$ cat src/hw/rtl/ppt_pkg.sv
`default_nettype none

package ppt_pkg;

  // Field widths of the request and response words.
  localparam int unsigned MODE_BITS   = 2;
  localparam int unsigned ID_BITS     = 4;
  localparam int unsigned VALUE_BITS  = 32;
  localparam int unsigned PRIO_BITS   = 16;
  localparam int unsigned STATUS_BITS = 2;

  localparam int unsigned ENTRIES_DEFAULT = 16;

  localparam logic [PRIO_BITS-1:0] PRIO_MAX = '1;

  typedef enum logic [MODE_BITS-1:0] {
    MODE_ADD     = 2'd0,
    MODE_PROMOTE = 2'd1,
    MODE_POP     = 2'd2,
    MODE_READ    = 2'd3
  } mode_e;

  typedef enum logic [STATUS_BITS-1:0] {
    ST_OK       = 2'd0,
    ST_FULL     = 2'd1,
    ST_EMPTY    = 2'd2,
    ST_NOT_LIVE = 2'd3
  } status_e;

  typedef enum logic [1:0] {
    S_IDLE,
    S_SCAN,
    S_FINISH
  } state_e;

  // Per-cell commands from the controller.
  typedef struct packed {
    logic wr;       // store a new entry at level zero
    logic promote;  // raise the level by one if live
    logic clear;    // remove the entry
    logic sel;      // entry addressed by the current word
  } cell_ctrl_t;

  // Running result handed from cell to cell: the two best live entries seen
  // so far and the contents of the addressed entry. Ids travel beside it.
  typedef struct packed {
    logic                  best_vld;
    logic [PRIO_BITS-1:0]  best_lvl;
    logic [VALUE_BITS-1:0] best_val;
    logic                  sec_vld;
    logic [PRIO_BITS-1:0]  sec_lvl;
    logic [VALUE_BITS-1:0] sec_val;
    logic                  hit_live;
    logic [PRIO_BITS-1:0]  hit_lvl;
    logic [VALUE_BITS-1:0] hit_val;
  } link_t;

  localparam link_t LINK_EMPTY = '0;

  typedef struct packed {
    status_e               status;
    logic [ID_BITS-1:0]    result_id;
    logic [VALUE_BITS-1:0] result_value;
    logic [PRIO_BITS-1:0]  result_priority;
    logic                  result_live;
    logic                  max_present;
    logic [ID_BITS-1:0]    max_id;
    logic [VALUE_BITS-1:0] max_value;
    logic [PRIO_BITS-1:0]  max_priority;
  } rsp_t;

endpackage

`default_nettype wire

$ cat src/hw/rtl/ppt_cell.sv
`default_nettype none

module ppt_cell #(
  parameter int unsigned IDX_W    = 4,
  parameter int unsigned CELL_IDX = 0
) (
  input  logic                          clk_i,
  input  logic                          rst_ni,
  input  ppt_pkg::cell_ctrl_t           ctrl_i,
  input  logic [ppt_pkg::VALUE_BITS-1:0] wr_value_i,
  input  ppt_pkg::link_t                link_i,
  input  logic [IDX_W-1:0]              best_id_i,
  input  logic [IDX_W-1:0]              sec_id_i,
  output ppt_pkg::link_t                link_o,
  output logic [IDX_W-1:0]              best_id_o,
  output logic [IDX_W-1:0]              sec_id_o
);
  import ppt_pkg::*;

  localparam logic [IDX_W-1:0] MY_ID = IDX_W'(CELL_IDX);

  logic [VALUE_BITS-1:0] val_q;
  logic [PRIO_BITS-1:0]  lvl_q;
  logic                  live_q;

  link_t            link_d, link_q;
  logic [IDX_W-1:0] best_id_d, best_id_q;
  logic [IDX_W-1:0] sec_id_d, sec_id_q;

  always_ff @(posedge clk_i) begin
    if (ctrl_i.wr) begin
      val_q <= wr_value_i;
    end
  end

  always_ff @(posedge clk_i or negedge rst_ni) begin
    if (!rst_ni) begin
      live_q <= 1'b0;
      lvl_q  <= '0;
    end else if (ctrl_i.wr) begin
      live_q <= 1'b1;
      lvl_q  <= '0;
    end else if (ctrl_i.clear) begin
      live_q <= 1'b0;
      lvl_q  <= '0;
    end else if (ctrl_i.promote && live_q && (lvl_q != PRIO_MAX)) begin
      lvl_q <= lvl_q + 1'b1;
    end
  end

  // Keep the two best entries; a later cell wins ties, so the larger id wins.
  always_comb begin
    link_d    = link_i;
    best_id_d = best_id_i;
    sec_id_d  = sec_id_i;
    if (live_q) begin
      if (!link_i.best_vld || (lvl_q >= link_i.best_lvl)) begin
        link_d.sec_vld  = link_i.best_vld;
        link_d.sec_lvl  = link_i.best_lvl;
        link_d.sec_val  = link_i.best_val;
        sec_id_d        = best_id_i;
        link_d.best_vld = 1'b1;
        link_d.best_lvl = lvl_q;
        link_d.best_val = val_q;
        best_id_d       = MY_ID;
      end else if (!link_i.sec_vld || (lvl_q >= link_i.sec_lvl)) begin
        link_d.sec_vld = 1'b1;
        link_d.sec_lvl = lvl_q;
        link_d.sec_val = val_q;
        sec_id_d       = MY_ID;
      end
      if (ctrl_i.sel) begin
        link_d.hit_live = 1'b1;
        link_d.hit_lvl  = lvl_q;
        link_d.hit_val  = val_q;
      end
    end
  end

  always_ff @(posedge clk_i or negedge rst_ni) begin
    if (!rst_ni) begin
      link_q <= LINK_EMPTY;
    end else begin
      link_q <= link_d;
    end
  end

  always_ff @(posedge clk_i) begin
    best_id_q <= best_id_d;
    sec_id_q  <= sec_id_d;
  end

  assign link_o    = link_q;
  assign best_id_o = best_id_q;
  assign sec_id_o  = sec_id_q;

endmodule

`default_nettype wire

$ cat config.mk
export PLATFORM = sky130hd
export DESIGN_NAME = ppt_cell
export DESIGN_NICKNAME = d
export VERILOG_FILES = /design/src/hw/rtl/ppt_pkg.sv /design/src/hw/rtl/ppt_cell.sv
export SDC_FILE = /design/constraint.sdc
export NUM_CORES = 1
export LEC_CHECK = 0
export ABC_AREA = 1
export ABC_CLOCK_PERIOD_IN_PS = 2480
export BUFFER_PORTS_ARGS = -buffer_cell sky130_fd_sc_hd__clkbuf_2
export CAP_MARGIN = 20
export CELL_PAD_IN_SITES_DETAIL_PLACEMENT = 0
export CELL_PAD_IN_SITES_GLOBAL_PLACEMENT = 1
export CORE_MARGIN = 1
export CORE_UTILIZATION = 36
export DETAILED_ROUTE_END_ITERATION = 10
export GPL_ROUTABILITY_DRIVEN = 1
export PLACE_DENSITY = 0.85
export SYNTH_ARGS = -nofsm -noshare
export SYNTH_HDL_FRONTEND = slang
export SYNTH_SLANG_ARGS = --single-unit
$ cat constraint.sdc
create_clock -name clk_i -period 2.48 [get_ports clk_i]
set_input_delay 0.496 -clock clk_i [delete_from_list [all_inputs] [get_ports clk_i]]
set_output_delay 0.496 -clock clk_i [all_outputs]
set_load 0.01 [all_outputs]
==> metrics.txt, run 1 <==
Vias 8966; Clock Latency Late Sink 510 ps; number of buffers and inverters on the critical path 0; Setup CP Type reg -> reg; setup bufs post-CTS 0; largest stage delay on the critical path 480 ps; cell taking the most area after synthesis dfrtp_1; antenna-violating nets left 0; H-tree levels 1; DR DRC count 0; main area contributors after synthesis dfrtp_1 43%, nand2_1 14%, edfxtp_1 10%; Worst IR Drop VDD 0.521 mV; GRT Resource Usage Total 22.3%; routed wire length 30700 um; vias in the first global route 8601; CTS Sinks 204; relative slew slack 67.7%; hold path endpoint val_q[0]; Hold Crit Start wr_value_i[0]; dpl cell area 11700 um^2; Worst EP arrival 2560 ps; Syn Inst Count 1122; total die area 27100 um^2; Final Max Slew Viols 0; PwrDens 677 nW/um^2; Final Skew 9.68 ps; dpl hpwl 22500 um; I/O Pins 348; crit path launch type register; Setup TNS Final 0 ps; HP Class in -> reg; CTS tree built; outcome finished, final reports clean; layout cell share with drive strength beyond 1 28.4%; CTS Buffer Depth 3; die height 165 um; pin count of the biggest net entering global routing 67; Cells on Worst Hold Path 1; final instance area 12500 um^2; slowest library cell on the worst path dfrtp_1; critical path's top delay family simple AND/OR/NAND/NOR gates; top cell type's share of synthesized area 43.1%; initial antenna violation count 2; Req. time, crit path 2880 ps; first-pass GRT wire length 46800 um; # setup viols final 0; PortBufs 347; TritonCTS Buffers 24; R2R depth 8; flop2flop setup slack 310 ps; RSZ-0062 raised after global routing no; Critical R2R Capture lvl_q[11]; WL/cell 16.9 um; Core Region 26000 um^2; Worst Max-Slew Pin Slew 484 ps; Cell variety after synth 32; Worst-path clk slew 60 ps; period utilization 87.3%; Avg Inst Size Synth 8.48 um^2; total gr overflow 0; Fillers 2548; DR iter-0 viols 698; Area growth syn-to-layout 31.1%; Die W 165 um; Syn. warnings 0; min Tclk post-route 2170 ps; CP Depth 8; Root Buffer clkbuf_16; area occupied by multi-input gates 3640 um^2; row count 59; f_max 462 MHz; initial core utilization 36.6%; Pre-antenna DRT Iters 6; Seq. cell area 5230 um^2; Nets 1688; #FFs+latches synth 204; count of final hold-check violations 0; gp weighted congestion 0.941; r2r startpoint lvl_q[0]; P_leak 6.66 nW; crit-path cells ha_1, nand3_1, nor2_1, nand3_1, nand3_2, nand2_2, a31oi_1, nor2_1; Tot Pwr 0.00845 W; max-cap viol count 0; Placed Cells 1770; CP endpoint kind register; synthesized cell area 9520 um^2; count of non-filler cells in the finished layout 1819; syn_nets 1348; peak fanout along the critical path 16; Via density 4.93; post-synthesis sequential area ratio 54.9%; CP Launch Point lvl_q[0]
[cell families after synthesis]
group	synth area share, %
AO/OA/AOI/OAI	7.06
XOR/XNOR	0.552
adder cells (fa/ha/maj)	4.34
buffers and inverters	7.11
flip-flops	54.9
multiplexers	0.105
AND/OR/NAND/NOR	25.9
[Yosys cell counts]
library cell and n:
a21oi_1 16, o31ai_1 1, nand3_1 170, nor2_1 36, inv_1 103, inv_2 3
nand3_2 1, nor3_1 12, buf_2 16, a31oi_1 1, o21a_1 1, nor4_2 1
nand4_4 1, or2_2 1, clkbuf_1 30, ha_1 33, o21ai_1 39, a211oi_1 1
nand2_2 2, nor2_2 1, edfxtp_1 32, dfxtp_1 8, mux2i_1 1, nand4_1 5
xor2_1 6, o21ai_0 72, a21o_1 1, buf_6 4, nand2_1 352, dfrtp_1 164
buf_1 5, buf_4 3
[report_power, final]
part	total [W]	switching [W]	internal, W
Combinational	0.00127	0.000786	0.000489
Clock	0.00338	0.00141	0.00197
Sequential	0.00380	0.000108	0.00369
[placed cells by master (no fill, tap or decap), types with 10 or more instances in the layout]
cell	instances
nand2_1	349
clkbuf_2	346
nand3_1	170
dfrtp_1	163
inv_1	103
o21ai_0	72
o21ai_1	39
nor2_1	35
ha_1	33
edfxtp_1	32
clkbuf_16	25
a21oi_1	16
buf_4	15
nor3_1	12
clkbuf_1	10
[sequential cells by signal, summed over array words and instances (netlist names)]
name       flops
link_o       147
best_id_o      4
sec_id_o       4
val_q         32
lvl_q         16
live_q         1
[worst reg2reg max path, cell delays in order, from the launching register on]
cell and delay [ps]:
dfrtp_1 480, ha_1 290, nand3_1 250, nor2_1 210, nand3_1 100, nand3_2 180
nand2_2 260, a31oi_1 220, nor2_1 60
[metal layers]
layer	global-route usage (%)	vias up	wire (um)
met5	0	-	0
met4	6.46	0	609
met3	3.99	44	2260
met2	38.4	359	15100
met1	28.6	4233	12800
li1	-	4330	-
[per-stage QoR]
step	utilization (%)	hold slack, ps	worst slack (ps)
5_1_grt	48.0	137	61.8
3_3_place_gp	45.1	477	186
6_report	48.0	160	314
4_1_cts	48.0	138	172
2_1_floorplan	-	200	512
3_5_place_dp	45.1	481	143
[cell type report]
class                           count  share of cell area (%)
Sequential cell                   204                    41.9
Multi-Input combinational cell    754                    29.2
Timing Repair Buffer              372                    16.3
Clock buffer                       35                    5.31
Tap cell                          335                    3.36
Inverter                          106                    3.19
Clock inverter                      9                   0.662
Antenna cell                        4                  0.0802
[worst max path at each step]
stage / slack [ps] / endpoint
after floorplan: 510 / link_o[116]
after global placement: 190 / link_o[73]
after detailed placement: 140 / link_o[73]
after CTS: 170 / link_o[73]
after global routing: 60 / link_o[49]
final: 310 / lvl_q[11]
[timing repair]
action | 4_1_cts | 5_1_grt
setup endpoints to repair | 0 | 4
hold endpoints to repair | 47 | 0
hold buffers | 1 | 0
resized for setup | 0 | 1
No activity file was read; power rests on OpenSTA's default activity.
==> run 2: changes to the inputs <==
--- a/config.mk
+++ b/config.mk
@@ -11,6 +11,7 @@
 export CAP_MARGIN = 20
 export CELL_PAD_IN_SITES_DETAIL_PLACEMENT = 0
 export CELL_PAD_IN_SITES_GLOBAL_PLACEMENT = 1
+export CORE_ASPECT_RATIO = 0.75
 export CORE_MARGIN = 1
 export CORE_UTILIZATION = 36
 export DETAILED_ROUTE_END_ITERATION = 10
==> metrics.txt, run 2 (same netlist as run 1, synthesis figures left out) <==
TritonCTS Buffers 23 (was 24); final setup margin 252 ps (was 314 ps); I/O Pins 348 (unchanged); period utilization 89.9% (was 87.3%); count of non-filler cells in the finished layout 1853 (was 1819); first-pass GRT wire length 49100 um (was 46800 um); initial core utilization 36.6% (about the same); Pre-antenna DRT Iters 5 (was 6); RSZ-0062 raised after global routing no (unchanged); GR Layer Usage met2 37.5% (was 38.4%); Final Max Slew Viols 0 (unchanged); PortBufs 347 (unchanged); Placed Cells 1810 (was 1770); Area growth syn-to-layout 34.1% (was 31.1%); count of final hold-check violations 0 (unchanged); setup bufs post-CTS 0 (unchanged); Via density 4.92 (was 4.93); CTS Sinks 204 (unchanged); total gr overflow 0 (unchanged); Worst-path clk slew 70 ps (was 60 ps); Nets 1718 (was 1688); Setup TNS Final 0 ps (unchanged); gp weighted congestion 0.940 (was 0.941); Root Buffer clkbuf_16 (unchanged); # setup viols final 0 (unchanged); layout cell share with drive strength beyond 1 29.8% (was 28.4%); most used routing layer met2 (unchanged); crit path launch type register (unchanged); pin count of the biggest net entering global routing 68 (was 67); f_max 449 MHz (was 462 MHz); most common cell after layout, fill and taps aside nand2_1 (unchanged); min Tclk post-route 2230 ps (was 2170 ps); max-cap viol count 0 (unchanged); CTS Buffer Depth 3 (unchanged); Final Skew 12.6 ps (was 9.68 ps); relative slew slack 53.8% (was 67.7%); most frequent cells in the layout 349 x nand2_1, 346 x clkbuf_2, 170 x nand3_1 (unchanged); GRT Resource Usage Total 23.6% (was 22.3%); P_leak 6.83 nW (was 6.66 nW); Tot Pwr 0.00845 W (about the same); met1 Use GR 32.6% (was 28.6%); Core Util, Final 49.1% (was 48.0%); total die area 27100 um^2 (about the same); routed wire length 32500 um (was 30700 um); peak fanout along the critical path 15 (was 16); Clock Latency Late Sink 510 ps (about the same); DR DRC count 0 (unchanged); Core Region 26000 um^2 (about the same); die height 143 um (was 165 um); DR iter-0 viols 684 (was 698); CP endpoint kind register (unchanged); dpl hpwl 23500 um (was 22500 um); Worst IR Drop VDD 0.415 mV (was 0.521 mV); vias in the first global route 8608 (was 8601); Vias 9117 (was 8966); Die W 190 um (was 165 um); PwrDens 662 nW/um^2 (was 677 nW/um^2); CTS tree built (unchanged); Worst Max-Slew Pin Slew 692 ps (was 484 ps); WL/cell 17.5 um (was 16.9 um); Setup CP Type reg -> reg (unchanged); Setup WS pre-CTS 18.7 ps (was 143 ps); Worst EP arrival 2660 ps (was 2560 ps); Fillers 2522 (was 2548); met3 Use GR 5.06% (was 3.99%); max reg flops 147 (unchanged); Req. time, crit path 2910 ps (was 2880 ps); row count 51 (was 59); antenna-violating nets left 0 (unchanged); initial antenna violation count 1 (was 2); outcome finished, final reports clean (unchanged); H-tree levels 1 (unchanged); HP Class in -> reg (unchanged)
[run 2: cell type report]
cell class / instances / area (um^2) / area share, %
tap: 344 / 430 / 3.37
inverter: 106 / 398 / 3.12
clock buffer: 30 / 612 / 4.79
timing repair buffer: 403 / 2340 / 18.3
clock inverter: 11 / 110 / 0.863
antenna: 1 / 2.50 / 0.0196
sequential: 204 / 5230 / 40.9
multi-input combinational: 754 / 3640 / 28.6
[run 2: per-layer routing]
layer  part of all wire [%]  routed length, um
met3                    8.2               2670
met1                     44              14400
met2                     45              14700
met5                      0                  0
met4                    2.0                664
[run 2: worst paths after layout]
path	startpoint	slack, ps	endpoint	depth (start not counted)
worst max-delay path	lvl_q[15]	250	link_o[58]	9
worst min-delay path	wr_value_i[17]	160	val_q[17]	1
worst max register to register	lvl_q[15]	250	link_o[58]	9
worst min register to register	val_q[30]	550	link_o[128]	2
max in group asynchronous	rst_ni	1250	link_o[24]	3
min in group asynchronous	rst_ni	490	link_o[145]	2
[run 2: metrics by stage]
stage | hold slack, ps | cell area (um^2)
after floorplan | 200 | 9520
after global placement | 460 | 12000
after detailed placement | 464 | 12000
after CTS | 136 | 12800
after global routing | 139 | 12800
final | 160 | 12800
[run 2: report_power, final]
group | internal (W) | switching [W] | total, W
registers | 0.00369 | 0.000106 | 0.00379
logic | 0.000519 | 0.000813 | 0.00133
clock network | 0.00194 | 0.00138 | 0.00333
[run 2: worst max-delay path, cell delays in order (launching register included)]
cell and delay, ps:
dfrtp_1 400, ha_1 320, a21oi_1 140, o21ai_1 120
nor2_1 220, nand4_4 170, nor2_4 420, buf_12 220
nand2_1 60, nand3_1 80
[run 2: timing repair]
action                    in CTS  in global routing
hold endpoints to repair      38                  0
resized for setup              0                  0
hold buffers                   1                  0
